**config.mk**
```make
export PLATFORM = sky130hd
export DESIGN_NAME = str_div
export DESIGN_NICKNAME = d
export VERILOG_FILES = /design/src/rtl/str_div.sv
export SDC_FILE = /design/constraint.sdc
export NUM_CORES = 2
export LEC_CHECK = 0
export BUFFER_PORTS_ARGS = -buffer_cell sky130_fd_sc_hd__buf_2
export CORE_UTILIZATION = 55
export CTS_CLUSTER_SIZE = 30
export DETAILED_ROUTE_END_ITERATION = 10
export GPL_ROUTABILITY_DRIVEN = 0
export GPL_TIMING_DRIVEN = 0
export PLACE_DENSITY = 0.74
export SLEW_MARGIN = 20
export SYNTH_ARGS = -nofsm -noshare
export SYNTH_HDL_FRONTEND = slang
export SYNTH_SLANG_ARGS = --single-unit
```
**constraint.sdc**
```tcl
create_clock -name i_clk -period 24 [get_ports i_clk]
set_input_delay 3.6 -clock i_clk [delete_from_list [all_inputs] [get_ports i_clk]]
set_output_delay 3.6 -clock i_clk [all_outputs]
set_load 0.005 [all_outputs]
```
**src/rtl/str_div.sv**
```systemverilog
module str_div #(
    parameter int DW  = 17,
    parameter int NB  = 49,
    parameter int SPS = 8,
    parameter int SW  = 1
) (
    input  logic          i_clk,
    input  logic          i_rst_n,
    input  logic          i_en,
    input  logic          i_valid,
    input  logic [DW-1:0] i_rem,
    input  logic [DW-1:0] i_den,
    input  logic [NB-1:0] i_num,
    input  logic [SW-1:0] i_side,
    output logic          o_valid,
    output logic [NB-1:0] o_quo,
    output logic [SW-1:0] o_side
);

    localparam int STG = (NB + SPS - 1) / SPS;

    logic          r_v    [STG];
    logic [DW-1:0] r_rem  [STG];
    logic [DW-1:0] r_den  [STG];
    logic [NB-1:0] r_num  [STG];
    logic [NB-1:0] r_quo  [STG];
    logic [SW-1:0] r_side [STG];

    logic          n_v    [STG];
    logic [DW-1:0] n_rem  [STG];
    logic [DW-1:0] n_den  [STG];
    logic [NB-1:0] n_num  [STG];
    logic [NB-1:0] n_quo  [STG];
    logic [SW-1:0] n_side [STG];

    genvar g;
    generate
        for (g = 0; g < STG; g++) begin : g_stg
            always_comb begin
                logic [DW:0] t;
                t = '0;
                if (g == 0) begin
                    n_v[g] = i_valid;
                    n_rem[g] = i_rem;
                    n_den[g] = i_den;
                    n_num[g] = i_num;
                    n_quo[g] = '0;
                    n_side[g] = i_side;
                end else begin
                    n_v[g] = r_v[g-1];
                    n_rem[g] = r_rem[g-1];
                    n_den[g] = r_den[g-1];
                    n_num[g] = r_num[g-1];
                    n_quo[g] = r_quo[g-1];
                    n_side[g] = r_side[g-1];
                end
                for (int k = 0; k < SPS; k++) begin
                    if (g * SPS + k < NB) begin
                        t = {n_rem[g], n_num[g][NB-1]};
                        n_num[g] = {n_num[g][NB-2:0], 1'b0};
                        if (t >= {1'b0, n_den[g]}) begin
                            t = t - {1'b0, n_den[g]};
                            n_quo[g] = {n_quo[g][NB-2:0], 1'b1};
                        end else begin
                            n_quo[g] = {n_quo[g][NB-2:0], 1'b0};
                        end
                        n_rem[g] = t[DW-1:0];
                    end
                end
            end
        end
    endgenerate

    always_ff @(posedge i_clk) begin
        for (int s = 0; s < STG; s++) begin
            if (!i_rst_n) begin
                r_v[s] <= 1'b0;
            end else if (i_en) begin
                r_v[s] <= n_v[s];
            end
            if (i_en) begin
                r_rem[s] <= n_rem[s];
                r_den[s] <= n_den[s];
                r_num[s] <= n_num[s];
                r_quo[s] <= n_quo[s];
                r_side[s] <= n_side[s];
            end
        end
    end

    assign o_valid = r_v[STG-1];
    assign o_quo = r_quo[STG-1];
    assign o_side = r_side[STG-1];

endmodule

```
Word-level counts from Yosys, hierarchy flattened
Memories as Yosys holds them, arrays and structs flattened.
Cells that the tools add are included.
{ "word_totals": {"ff_bits": 0, "ram_bits": 931, "input_bits": 88, "out_inout_bits": 51, "wordCells": 221, "mem_count": 6} }
{ "memory_table": {"columns": ["memory", "depth", "width", "read_ports", "rd_clocked_by_memory_dff", "write_ports", "line", "text"], "rows": [
  ["r_quo", 7, 49, 7, 0, 7, "26", "logic [NB-1:0] r_quo [STG];"],
  ["r_num", 7, 48, 6, 0, 7, "25", "logic [NB-1:0] r_num [STG];"],
  ["r_den", 7, 17, 6, 0, 7, "24", "logic [DW-1:0] r_den [STG];"],
  ["r_rem", 7, 17, 6, 0, 7, "23", "logic [DW-1:0] r_rem [STG];"],
  ["r_side", 7, 1, 7, 0, 7, "27", "logic [SW-1:0] r_side [STG];"],
  ["r_v", 7, 1, 7, 0, 7, "22", "logic r_v [STG];"]
]} }
{ "op_classes": {"add_sub_neg": 49, "order_cmp": 49, "n_mux": 110, "bitwise_logic": 7} }
{ "op_table": {"columns": ["operator", "n"], "rows": [
  ["$ge 18x17->1", 49],
  ["$mux 17", 49],
  ["$sub 17x17->17", 49],
  ["$mux 1", 61],
  ["$or 1x1->1", 7]
]} }

Logic depth before layout (Yosys ltp)
An unclocked memory read counts as a cell.
{ "logic_depth": {"ltp_word": 17, "depth_mapped": 116, "ltp_nobuf": 105} }

Worst setup path before layout
Ideal clock, no wire load.
{ "synth_timing": {"path_kind": "input to register", "from": "in i_num[48]", "to": "mem r_rem[0][10] (data pin)", "setup_ns": 0.260, "t_arrival_ns": 24.592, "t_required_ns": 23.740, "slack_ns": -0.852, "stages": 104, "path_buffers": 8, "cell_sequence": "inv_1 -> ha_1 -> inv_1 -> fa_1 -> a211o_1 -> a2111o_1 -> and4b_1 -> o21a_1 -> nor2_2 -> clkbuf_1 -> mux2_2 -> ha_1 -> a21o_1 -> or3_1 -> o21a_1 -> a211o_1 -> o31ai_2 -> o21ai_2 -> [... 68 more ...] -> mux2i_1 -> fa_1 -> a21o_1 -> a21oi_1 -> o21ai_0 -> a21oi_1 -> o21ai_0 -> a21oi_1 -> o21ai_0 -> a21oi_1 -> o21ai_0 -> a21o_1 -> a21o_1 -> a2111oi_2 -> mux2_4 -> inv_4 -> buf_6 -> mux2_4"} }
{ "synth_lines": {"columns": ["item", "line", "text"], "rows": [
  ["from (decl)", "13", "input logic [NB-1:0] i_num,"],
  ["to (decl)", "23", null]
]} }

==> impl_results.md <==
- CP Capture Type: register
- Hold depth: 0
- Met1 track demand over resource: 37.67%
- Final Max Slew Viols: 0
- DRT Pass-1 Iters: 6
- Startpoint types: input pin
- Area Growth Syn to Fin: 14.45%
- Slowest-stage cell, CP: a2111o_1
- CP dominant cell by count: a21o_1
- Longest Clk Path Bufs: 3
- DP HPWL: 136.8 mm
- Layout fillers: 9,505
- Post-layout min period: 23.38 ns
- GRT Resource Usage Total: 29.10%
- Crit path arrival time: 23.76 ns
- Slowest stage delay, CP: 0.50 ns
- Setup Crit Path Kind: input pin to register
- Gr busiest metal: met2
- HP Start: r_num[1][20]
- Largest family of logic cells by synthesized area: compound AO/OA/AOI/OAI gates
- Die area: 0.1196 mm²
- Req. time, crit path: 24.39 ns
- Post-Syn Instances: 7,272
- # DRC: 0
- Largest net degree at the start of global routing: 108
- CTS Buf Count: 67
- Post-Synth XOR/XNOR Area: 7.286%
- Register-to-register setup slack: 0.86 ns
- Final wirelength: 184.2 mm
- Reg2Reg Launch Point: r_den[4][0]
- Met2 global-route usage: 48.00%
- Initial core utilization: 55.74%
- Final Hold Fails: 0
- Commonest non-fill, non-tap cells in the layout: ha_1 (801), edfxtp_1 (560), inv_1 (504)
- Final net count: 8,700
- Period utilisation layout: 97.41%
- Finish-stage setup viols: 0
- Post-synthesis simple-gate area fraction: 14.90%
- Slew at the pin with the worst max-slew slack: 1.250 ns
- Violation count after the first detailed-routing iteration: 5,164
- Vias in the first global route: 55,042
- Commonest non-fill, non-tap cell in the layout: ha_1
- Layout cells sized above 1: 18.67%
- Post-synth EDFFs: 560
- Buf/Inv on CP: 13
- Compound-Gate Fraction of Synth Area: 21.11%
- Cell family with most CP delay: compound AO/OA/AOI/OAI gates
- Clock-pin slew on the worst setup and hold paths: 0.06 ns
- CTS tree: built
- Hold Crit Endpoint: r_num[2][28]
- Clock skew: 0.02432 ns
- Die height: 345.9 µm
- R2R depth: 103
- Slew HR: 16.06%
- Post-Synth Adder-Cell Area: 17.50%
- Fmax: 42.77 MHz
- Seq cells post-synth: 561
- Setup TNS Final: 0 ns
- Num rows: 125
- Syn Nets: 8,241
- MaxCap Viol Count: 0
- Post-place setup slack: -5.344 ns
- Clock Sinks: 561
- Netlist Area Pre-Place: 0.06503 mm²
- Via count: 58,584
- Vias per cell: 6.294
- Share of flip-flops with an asynchronous set or reset: 0%
- # H-tree levels: 3
- Met3 Track Usage GR: 4.298%
- Remaining Overflow, GRT: 0
- First-pass GRT wire length: 284.3 mm
- Seq/Total Area, Yosys: 25.89%
- Worst-Skew Late Latency: 0.66 ns
- Area of the core: 0.1167 mm²
- Worst R2R End: r_rem[5][4]
- IO Pins: 139
- Post-synthesis mux area share: 9.183%
- Synth warnings: 0
- Port Buf Inserts: 138
- Yosys cell types: 104
- Initial antenna violation count: 1
- Post-route ant nets: 0
- Mapped Avg Cell Area: 8.943 µm²
- WL/cell: 19.79 µm
- Main synth FF type: edfxtp_1
- Final Worst Setup Slack: 0.6218 ns
- Crit Path Max Fanout: 10
- CTS root buffer: clkbuf_16
- Hold Crit Class: register to register
- Status: finished, final reports clean
- Die Width: 345.9 µm
registers in the layout (all words and copies together), names as in the netlist:
register  cells
r_side        7
r_quo       217
r_rem       102
r_num       126
r_den       102
r_v           7
per-stage QoR:
stage / cell area (µm²) / util [%] / instances / hold WS [ns]
3_5_place_dp: 67840 / 58.14 / 8939 / 0.4045
5_1_grt: 74430 / 63.80 / 9308 / 0.4063
4_1_cts: 72010 / 61.72 / 9189 / 0.3990
2_1_floorplan: 65090 / - / 7272 / 0.4003
3_3_place_gp: 67690 / 58.02 / 8934 / 0.4011
6_report: 74430 / 63.80 / 9308 / 0.4032
kinds of logic (layout without fill, tap and decap cells):
| family | Yosys count | count (layout) |
|---|---|---|
| muxes | 537 | 538 |
| xor gates and xnor gates | 541 | 541 |
| DFF | 561 | 561 |
| and+or+nand+nor | 1976 | 1976 |
| AOI/OAI and AO/OA | 2087 | 2088 |
| adders and majority gates | 881 | 881 |
| buffers and inverters | 689 | 1198 |
| other | 0 | 1 |
metal layers:
layer | up-vias | routed length, µm | share of wire, %
li1 | 28185 | - | -
met1 | 27799 | 77950 | 42
met2 | 2110 | 84540 | 46
met3 | 490 | 12940 | 7.0
met4 | 0 | 8778 | 4.8
met5 | - | 0 | 0
how the worst max path moves through the flow:
stage / startpoint / end / slack [ns] / cells past startpoint
CTS: r_den[1][1] / r_rem[2][14] / 0.001 / 111
global route: r_den[0][3] / r_rem[1][9] / -0.21 / 103
finish: i_den[1] / r_rem[0][12] / 0.62 / 103
global placement: r_den[1][1] / r_rem[2][14] / -4.81 / 107
detailed placement: r_den[1][1] / r_rem[2][14] / -5.34 / 110
floorplan: i_num[48] / r_rem[0][10] / 0.01 / 104
cell type report:
cell class | count | area [µm²] | share of cell area [%]
clock inverters | 45 | 430.4 | 0.5782
multi-input cells | 6024 | 47520 | 63.84
clock buffers | 76 | 1732 | 2.326
diodes | 1 | 2.502 | 0.003362
well taps | 1524 | 1907 | 2.562
flip-flops and latches | 561 | 16840 | 22.62
repair buffers | 395 | 2841 | 3.817
plain buffers | 102 | 772.0 | 1.037
inverters | 580 | 2396 | 3.219
synth_stat cells (17+ instances only):
cell type / n / share of area [%]
mux2i_1: 116 / 1.8
a31oi_1: 61 / 0.59
nor2b_1: 126 / 1.2
o21a_1: 120 / 1.4
or3_1: 53 / 0.51
o211ai_1: 55 / 0.63
clkbuf_1: 58 / 0.33
mux2_2: 390 / 6.8
o31ai_1: 47 / 0.54
and4_1: 22 / 0.30
a21o_1: 261 / 3.0
a21oi_1: 514 / 4.0
o2111ai_1: 18 / 0.24
nand3_1: 145 / 1.1
nand2_1: 472 / 2.7
xor2_1: 186 / 2.5
a211o_1: 37 / 0.50
nor3_1: 147 / 1.1
nand4_1: 151 / 1.5
nand2b_1: 100 / 0.96
or2_2: 40 / 0.38
xnor2_1: 355 / 4.8
o21ai_0: 466 / 3.6
a21boi_0: 87 / 1.0
inv_1: 562 / 3.2
buf_2: 24 / 0.18
a221oi_1: 24 / 0.32
nor2_1: 514 / 3.0
and3_1: 67 / 0.64
ha_1: 833 / 16
o221ai_1: 28 / 0.38
o41ai_1: 17 / 0.23
fa_1: 48 / 1.5
and2_1: 43 / 0.41
o21bai_1: 56 / 0.65
a311oi_1: 19 / 0.26
edfxtp_1: 560 / 26
a31o_2: 19 / 0.26
nor4_1: 40 / 0.38
o31a_1: 34 / 0.46
a211oi_1: 58 / 0.67
worst register-to-register path, delay by kind of cell (launching register included):
| kind | cells | cell delay [ns] |
|---|---|---|
| AO/OA/AOI/OAI | 61 | 12.77 |
| adder cells (fa/ha/maj) | 9 | 3.03 |
| buffers and inverters | 14 | 2.49 |
| AND/OR/NAND/NOR | 12 | 2.28 |
| multiplexers | 7 | 1.78 |
| flip-flops | 1 | 0.47 |
timing repair:
| item | CTS | global route |
|---|---|---|
| setup buffers | 129 | 120 |
| gates cloned | 0 | 5 |
| pin swaps | 46 | 114 |
| resized for setup | 286 | 383 |
| hold buffers | 0 | 0 |
| endpoints found under the setup margin | 113 | 108 |
Power is not shown: default switching activity piles up to over one toggle a cycle in this logic, so the estimate is an artifact.
