## src/rtl/str_pkg.sv

```systemverilog
package str_pkg;

    localparam int FRAC_BITS = 16;
    localparam logic [16:0] FRAC_ONE = 17'h10000;
    localparam logic [15:0] Q88_ONE = 16'd256;

    localparam int NUM_W = 64;
    localparam int DEN_W = 45;
    localparam int RDIV_NB = 49;
    localparam int RDIV_DW = 17;
    localparam logic [RDIV_NB-1:0] RECIP_NUM = 49'd16777216;
    localparam int SQ_IN_W = 48;
    localparam int SQ_ROOT_W = 24;

    localparam logic [31:0] RST_MIN_TEMP = 32'd655;
    localparam logic [16:0] RST_TARGET = 17'd32768;
    localparam logic [15:0] RST_GROWTH = 16'd2560;
    localparam logic [15:0] RST_STEP = 16'd512;

    typedef enum logic [1:0] {
        CFG_MIN_TEMP = 2'd0,
        CFG_TARGET   = 2'd1,
        CFG_GROWTH   = 2'd2,
        CFG_STEP     = 2'd3
    } t_cfg_idx;

    typedef enum logic [1:0] {
        PATH_RATIO = 2'd0,
        PATH_FULL  = 2'd1,
        PATH_FLOOR = 2'd2
    } t_path;

    typedef struct packed {
        logic [31:0] weight_total;
        logic [31:0] weight_square_total;
        logic [12:0] usable_count;
        logic [31:0] current_temperature;
    } t_in;

    typedef struct packed {
        logic [31:0] next_temperature;
        logic [16:0] sample_fraction;
        logic [1:0]  path_taken;
    } t_out;

endpackage

```

## src/rtl/str_sqrt.sv

```systemverilog
module str_sqrt #(
    parameter int SW = 1
) (
    input  logic                            i_clk,
    input  logic                            i_rst_n,
    input  logic                            i_en,
    input  logic                            i_valid,
    input  logic [str_pkg::SQ_IN_W-1:0]     i_val,
    input  logic [SW-1:0]                   i_side,
    output logic                            o_valid,
    output logic [str_pkg::SQ_ROOT_W-1:0]   o_root,
    output logic [SW-1:0]                   o_side
);

    localparam int VW = str_pkg::SQ_IN_W;
    localparam int RW = str_pkg::SQ_ROOT_W;
    localparam int REMW = RW + 2;
    localparam int SPS = 6;
    localparam int STG = (RW + SPS - 1) / SPS;

    logic            r_v    [STG];
    logic [REMW-1:0] r_rem  [STG];
    logic [VW-1:0]   r_val  [STG];
    logic [RW-1:0]   r_root [STG];
    logic [SW-1:0]   r_side [STG];

    logic            n_v    [STG];
    logic [REMW-1:0] n_rem  [STG];
    logic [VW-1:0]   n_val  [STG];
    logic [RW-1:0]   n_root [STG];
    logic [SW-1:0]   n_side [STG];

    genvar g;
    generate
        for (g = 0; g < STG; g++) begin : g_stg
            always_comb begin
                logic [REMW+1:0] t;
                logic [REMW+1:0] trial;
                t = '0;
                trial = '0;
                if (g == 0) begin
                    n_v[g] = i_valid;
                    n_rem[g] = '0;
                    n_val[g] = i_val;
                    n_root[g] = '0;
                    n_side[g] = i_side;
                end else begin
                    n_v[g] = r_v[g-1];
                    n_rem[g] = r_rem[g-1];
                    n_val[g] = r_val[g-1];
                    n_root[g] = r_root[g-1];
                    n_side[g] = r_side[g-1];
                end
                for (int k = 0; k < SPS; k++) begin
                    if (g * SPS + k < RW) begin
                        t = {n_rem[g], n_val[g][VW-1:VW-2]};
                        trial = {2'b00, n_root[g], 2'b01};
                        n_val[g] = {n_val[g][VW-3:0], 2'b00};
                        if (t >= trial) begin
                            t = t - trial;
                            n_root[g] = {n_root[g][RW-2:0], 1'b1};
                        end else begin
                            n_root[g] = {n_root[g][RW-2:0], 1'b0};
                        end
                        n_rem[g] = t[REMW-1:0];
                    end
                end
            end
        end
    endgenerate

    always_ff @(posedge i_clk) begin
        for (int s = 0; s < STG; s++) begin
            if (!i_rst_n) begin
                r_v[s] <= 1'b0;
            end else if (i_en) begin
                r_v[s] <= n_v[s];
            end
            if (i_en) begin
                r_rem[s] <= n_rem[s];
                r_val[s] <= n_val[s];
                r_root[s] <= n_root[s];
                r_side[s] <= n_side[s];
            end
        end
    end

    assign o_valid = r_v[STG-1];
    assign o_root = r_root[STG-1];
    assign o_side = r_side[STG-1];

endmodule

```

## config.mk

```make
export PLATFORM = sky130hd
export DESIGN_NAME = str_sqrt
export DESIGN_NICKNAME = d
export VERILOG_FILES = /design/src/rtl/str_pkg.sv /design/src/rtl/str_sqrt.sv
export SDC_FILE = /design/constraint.sdc
export NUM_CORES = 1
export LEC_CHECK = 0
export ABC_AREA = 1
export BUFFER_PORTS_ARGS = -buffer_cell sky130_fd_sc_hd__buf_4
export CAP_MARGIN = 5
export CORE_ASPECT_RATIO = 2
export CORE_UTILIZATION = 70
export CTS_CLUSTER_DIAMETER = 200
export DETAILED_ROUTE_END_ITERATION = 8
export PLACE_DENSITY = 0.88
export SLEW_MARGIN = 25
export SYNTH_ARGS = -nofsm -noshare
export SYNTH_HDL_FRONTEND = slang
export SYNTH_SLANG_ARGS = --single-unit
```

## constraint.sdc

```tcl
create_clock -name i_clk -period 35.2 [get_ports i_clk]
set_clock_uncertainty 0.05 [all_clocks]
set_input_delay 5.28 -clock i_clk [delete_from_list [all_inputs] [get_ports i_clk]]
set_output_delay 5.28 -clock i_clk [all_outputs]
set_load 0.01 [all_outputs]
```

==> impl_metrics.yaml, run 1 <==
run_status:
  status: "aborted with a tool error"
  failing_step: "global routing"
  first-error: "[ERROR GRT-0116] Global routing finished with congestion. Check the congestion regions in the DRC Viewer."
placed_design:
  dp_hpwl_um: 120300
  place_congestion: 1.230
  port_buffers: 78
clocking:
  cts.sinks: 218
  cts_buffers: 23
  h-tree-depth: 1
  cts_setup_buffers: 0
  cts_resized: 0
  root_buffer: "clkbuf_16"
  cts_hold_repair.buffers: 0
  clockBufferDepth: 3
synth:
  synth.top_cell.area_share_pct: 18.46
  yosysMostFrequentCell: "nand2_1"
  synthTopCellsByArea: "nand2_1, edfxtp_1, ha_1, inv_1, nor2_1"
  synth_compound_area_share_pct: 13.50
  synth.mux.area_fraction_pct: 0.05470
  syn_avg_cell_area_um2: 6.015
  synth_common_cells: "nand2_1, inv_1, nor2_1"
  synth-edff-count: 217
  synth-xor-area-share_pct: 6.383
  yosys.area.top_type: "nand2_1"
  synth_top_family_by_area: "simple AND/OR/NAND/NOR gates"
  ys_types: 65
  ys_ff_latch: 218
  yosys.area_share.simple_pct: 40.43
  syn_inst: 6084
  postSynth.asyncResetShare_pct: 0
  syn_area_um2: 36600
  synth_flop_cell: "edfxtp_1"
  synthAdderAreaFrac_pct: 11.08
  yosysSeqAreaShare_pct: 17.86
  ys_warn_count: 0
grt:
  grt_use_total_pct: 74.92
  grt_pass1_vias: 47894
  grt_overflow_total: 644
  grt_max_degree: 87
  grt_pass1_wl_um: 308400
floorplanning:
  die_h_um: 325.4
  floorplan.rows: 118
  start_util_pct: 70.82
  die_w_um: 163.7
  boundaryPins: 79
## per-stage QoR
step	std cells	area, µm²	setup WS, ps	hold WS (ps)	utilization (%)
after floorplan	6086	36610	22980	350.3	-
after global placement	6763	37610	18380	350.8	72.79
after detailed placement	6763	37610	18270	355.6	72.79
after CTS	6803	38400	18180	369.8	74.32
## cells by family after synthesis
logic type | count (synthesis)
multiplexers | 2
AND/OR/NAND/NOR | 3395
XOR/XNOR | 265
buffers and inverters | 983
AO/OA/AOI/OAI | 896
other | 1
flip-flops | 218
adder cells (fa/ha/maj) | 324
## routing by layer
metal,overflow,global-route usage (%)
met1,15,69.85
met2,410,95.60
met3,22,58.09
met4,196,80.64
met5,1,20.08
==> inputs of run 2 (changes only) <==
--- a/config.mk
+++ b/config.mk
@@ -8,11 +8,9 @@
 export ABC_AREA = 1
 export BUFFER_PORTS_ARGS = -buffer_cell sky130_fd_sc_hd__buf_4
 export CAP_MARGIN = 5
-export CORE_ASPECT_RATIO = 2
-export CORE_UTILIZATION = 70
-export CTS_CLUSTER_DIAMETER = 200
+export CORE_UTILIZATION = 40
 export DETAILED_ROUTE_END_ITERATION = 8
-export PLACE_DENSITY = 0.88
+export PLACE_DENSITY_LB_ADDON = 0.15
 export SLEW_MARGIN = 25
 export SYNTH_ARGS = -nofsm -noshare
 export SYNTH_HDL_FRONTEND = slang
==> impl_metrics.yaml, run 2 <==
clocking:
  h-tree-depth: 1
  root_buffer: "clkbuf_16"
  cts.sinks: 218
  cts_setup_buffers: 0
  clk_pin_slew_ps: 60
  cts_hold_repair.buffers: 0
  cts_buffers: 31
  cts_resized: 0
  clockBufferDepth: 3
  insertion_delay_ps: 630
  cts_tree: "yes"
finish:
  largest_register: "r_rem"
  final_cell_mix: "nand2_1, inv_1, nor2_1"
  reg_top3: "r_rem: 78 flops, r_val: 72 flops, r_root: 60 flops"
  num_antenna_cells: 0
  syn_to_final_growth_pct: 6.909
  largest_reg_flops: 78
  nFillCells: 9960
  drive_above_1_share_pct: 5.740
  final_nets: 6510
  final_common_cell: "nand2_1"
timing:
  slew_headroom_pct: 31.60
  grt_setup_unrepaired: "false"
  worst_slew_pin_slew_ps: 1026
  period_share_pct: 47.38
  hold_viol_final: 0
  post-route-min-period_ps: 16680
  maxSlewViolCount: 0
  holdWs_ps: 355.9
  setup-violations-final: 0
  worst_slack_ps: 18520
  fmax_ghz: 0.05996
  setup-tns-final_ps: 0
floorplanning:
  floorplan.rows: 110
  core-area_um2: 90290
  die-area_um2: 92710
  start_util_pct: 40.53
  die_h_um: 304.5
  boundaryPins: 79
  die_w_um: 304.5
critical_path:
  endpoint_kind: "register"
  reg2reg_setup_slack_ps: 18520
  max_stage_delay_ps: 920
  critPathLaunchType: "register"
  cp_max_fo: 33
  cp_data_required_time_ps: 35520
  reg2reg_from: "r_root[2][2]$_DFFE_PP_"
  critPathArrivalTime_ps: 17000
  critPathKind: "reg -> reg"
  slowest_stage: "inv_1"
  r2r-end: "r_root[3][0]$_DFFE_PP_"
  critPathTopFamily: "simple AND/OR/NAND/NOR gates"
  cp.buffers_inverters: 15
  worst-r2r-cell-count: 67
synth:
  yosysSeqAreaShare_pct: 17.86
  ys_warn_count: 0
  yosysMostFrequentCell: "nand2_1"
  synthTopCellsByArea: "nand2_1, edfxtp_1, ha_1, inv_1, nor2_1"
  synth_flop_cell: "edfxtp_1"
  yosys.area.top_type: "nand2_1"
  synth_common_cells: "nand2_1, inv_1, nor2_1"
  syn_avg_cell_area_um2: 6.015
  synth.top_cell.area_share_pct: 18.46
  ys_types: 65
  synth-edff-count: 217
  syn_inst: 6084
  syn_area_um2: 36600
  ys_ff_latch: 218
  postSynth.asyncResetShare_pct: 0
placed_design:
  dp_hpwl_um: 109900
  place_congestion: 1.004
  port_buffers: 78
  dp_slack_ps: 18400
grt:
  grt_overflow_total: 0
  grt_pass1_vias: 36551
  grt_max_degree: 91
  grt_pass1_wl_um: 205100
  grt_use_total_pct: 27.70
  antenna_found_initial: 0
min_path:
  hold_class: "reg -> reg"
  worstHoldStart: "r_val[1][15]$_DFFE_PP_"
  hold_depth: 0
  hold_end: "r_val[2][27]$_DFFE_PP_"
drt:
  drt-total-wl_um: 132200
  drtIter0Drc: 3471
  drc: 0
  dr.pass1.iters: 9
  detail-route-antenna-nets: 0
  viasPerCell: 5.383
  vias: 39435
  routedWlPerCell_um: 18.05
run_status:
  status: "complete, no violations"
flow_run:
  max-cap-violations: 0
-- run 2: logic make-up after synthesis --
family	Yosys count	synth area share [%]
multiplexers	2	0.05470
other	1	0.01025
AO/OA/AOI/OAI	896	13.50
buffers and inverters	983	10.68
flip-flops	218	17.86
AND/OR/NAND/NOR	3395	40.43
XOR/XNOR	265	6.383
adder cells (fa/ha/maj)	324	11.08
-- run 2: how the worst max path moves through the flow --
stage / start / end / slack (ps) / depth (start not counted)
floorplan: i_val[44] / r_rem[0][23]$_DFFE_PP_ / 22980 / 48
global placement: r_root[2][17]$_DFFE_PP_ / r_root[3][0]$_DFFE_PP_ / 18180 / 67
detailed placement: r_root[2][2]$_DFFE_PP_ / r_root[3][0]$_DFFE_PP_ / 18400 / 67
CTS: r_root[2][2]$_DFFE_PP_ / r_root[3][0]$_DFFE_PP_ / 18290 / 67
global route: r_root[2][17]$_DFFE_PP_ / r_root[3][0]$_DFFE_PP_ / 17150 / 65
finish: r_root[2][2]$_DFFE_PP_ / r_root[3][0]$_DFFE_PP_ / 18520 / 67
-- run 2: through the flow --
stage | instance area [µm²] | instances | util [%]
after floorplan | 36610 | 6086 | -
after global placement | 38240 | 7276 | 42.35
after detailed placement | 38240 | 7276 | 42.35
after CTS | 39130 | 7326 | 43.34
after global routing | 39130 | 7326 | 43.34
final | 39130 | 7326 | 43.34
-- run 2: metal layers --
metal	GRT usage [%]	share of wire, %	vias to the layer above
met5	0	0	-
met2	46.96	46	1177
met3	2.316	5.3	171
li1	-	-	20008
met4	6.519	2.5	0
met1	37.89	46	18079
-- run 2: cell type report --
class,count,area [µm²],share of cell area (%)
clock buffers,37,798.3,2.040
multi-input cells,4885,26160,66.86
clock inverters,13,92.59,0.2366
inverters,913,3430,8.765
repair buffers,84,638.1,1.631
well taps,1176,1471,3.761
flip-flops and latches,218,6536,16.71
-- run 2: worst reg2reg max path, delay by kind of cell (launching register included) --
family	cells	cell delay, ps
AOI/OAI and AO/OA	16	4220
adders and majority gates	6	2460
buffers and inverters	15	4620
DFF	1	500
and+or+nand+nor	30	4600
Power of run 2 is not shown: default switching activity piles up to over one toggle a cycle in this logic, so the estimate is an artifact.
==> inputs of run 3 (changes only) <==
==> constraint.sdc (replaced) <==
create_clock -name i_clk -period 16.2 [get_ports i_clk]
set_clock_uncertainty 0.05 [all_clocks]
set_input_delay 2.43 -clock i_clk [delete_from_list [all_inputs] [get_ports i_clk]]
set_output_delay 2.43 -clock i_clk [all_outputs]
set_load 0.01 [all_outputs]
==> impl_metrics.yaml, run 3 (synthesized netlist as in run 2, its figures left out) <==
grt:
  antenna_found_initial: 4
  grt_overflow_total: 0
  grt_max_degree: 99
  grt_pass1_vias: 36739
  grt_pass1_wl_um: 205900
  grt_use_total_pct: 28.03
floorplanning:
  die_w_um: 304.5
  boundaryPins: 79
  floorplan.rows: 110
  core-area_um2: 90290
  die_h_um: 304.5
  die-area_um2: 92710
  start_util_pct: 40.53
clocking:
  clk_pin_slew_ps: 70
  cts_tree: "yes"
  h-tree-depth: 2
  clockBufferDepth: 3
  root_buffer: "clkbuf_16"
  insertion_delay_ps: 600
  cts.sinks: 218
  cts_hold_repair.buffers: 0
  cts_buffers: 34
critical_path:
  endpoint_kind: "register"
  critPathArrivalTime_ps: 15160
  cp_data_required_time_ps: 16490
  max_stage_delay_ps: 540
  slowest_stage: "o21ai_0"
  cp_max_fo: 30
  path_common_cell: "nand2_1"
  critPathLaunchType: "register"
  startpoint: "r_root[1][0]$_DFFE_PP_"
  reg2reg_from: "r_root[1][0]$_DFFE_PP_"
  critPathKind: "reg -> reg"
  worst-r2r-cell-count: 68
finish:
  nFillCells: 9929
  final_cell_mix: "nand2_1, inv_1, nor2_1"
  drive_above_1_share_pct: 6.434
  syn_to_final_growth_pct: 8.079
  final_nets: 6541
  largest_reg_flops: 78
  final_common_cell: "nand2_1"
  largest_register: "r_rem"
  reg_top3: "r_rem: 78 flops, r_val: 72 flops, r_root: 60 flops"
placed_design:
  port_buffers: 78
  place_congestion: 0.9989
  dp_hpwl_um: 111100
min_path:
  hold_depth: 0
  hold_class: "reg -> reg"
  worstHoldStart: "r_val[0][15]$_DFFE_PP_"
timing:
  setup-violations-final: 0
  maxSlewViolCount: 0
  setup-tns-final_ps: 0
  fmax_ghz: 0.06725
  worst_slew_pin_slew_ps: 926.4
  hold_viol_final: 0
  period_share_pct: 91.79
  post-route-min-period_ps: 14870
  slew_headroom_pct: 38.24
  grt_setup_unrepaired: "false"
drt:
  drc: 0
  dr.pass1.iters: 8
  viasPerCell: 5.323
  detail-route-antenna-nets: 0
  vias: 39197
  routedWlPerCell_um: 18.08
  drt-total-wl_um: 133100
  drtIter0Drc: 2934
flow_run:
  max-cap-violations: 0
run_status:
  status: "complete, no violations"
-- run 3: changes by cell type in the layout (fill, tap and decap cells not counted), moves of 2 or more --
cell and change:
clkinv_1 -4, clkinv_2 +2, clkinv_8 +2, clkinvlp_4 +6
clkbuf_16 +3, clkinv_4 +3, clkbuf_1 -4, diode_2 +2
buf_4 +27
-- run 3: path summary, 6_finish.rpt --
path | end | slack [ps]
max | r_rem[2][7]$_DFFE_PP_ | 1330
min | r_val[1][27]$_DFFE_PP_ | 360
max reg2reg | r_rem[2][7]$_DFFE_PP_ | 1330
min reg2reg | r_val[1][27]$_DFFE_PP_ | 360
-- run 3: per-stage QoR --
step	instance area, µm²	util (%)	setup WS [ps]	instances	hold slack [ps]
after detailed placement	38440	42.57	682.6	7303	354.5
after CTS	39530	43.78	619.2	7361	363.7
after floorplan	36610	-	4014	6086	350.3
after global placement	38440	42.57	1109	7303	352.5
final	39550	43.81	1331	7364	364.5
after global routing	39550	43.80	147.0	7362	372.4
-- run 3: timing repair --
item,CTS,global route
resized for setup,0,5
endpoints found under the setup margin,0,27
buffers inserted,0,0
-- run 3: final cells by class --
cell class,count,area [µm²],area share [%]
sequential,218,6536,16.52
timing repair buffer,111,840.8,2.126
timing repair inverter,1,7.507,0.01898
clock inverter,22,230.2,0.5820
antenna,2,5.005,0.01265
multi-input combinational,4885,26160,66.14
tap,1176,1471,3.720
inverter,913,3445,8.708
clock buffer,36,858.3,2.170
-- run 3: critical path, delay by kind of cell, from the launching register on --
kind | cells | cell delay [ps]
simple gates | 44 | 6750
buf+inv | 9 | 2900
compound gates | 9 | 2310
fa+ha+maj | 6 | 2140
flops | 1 | 390
-- run 3: per-layer routing --
metal | part of all wire, % | track usage (%) | vias to the layer above | wire length (µm)
li1 | - | - | 20092 | -
met1 | 45 | 36.94 | 17907 | 60510
met2 | 47 | 48.64 | 1007 | 62860
met3 | 4.8 | 2.649 | 189 | 6399
met4 | 2.5 | 7.388 | 2 | 3310
met5 | 0.013 | 0 | - | 17
Power of run 3 is left out for the same reason.
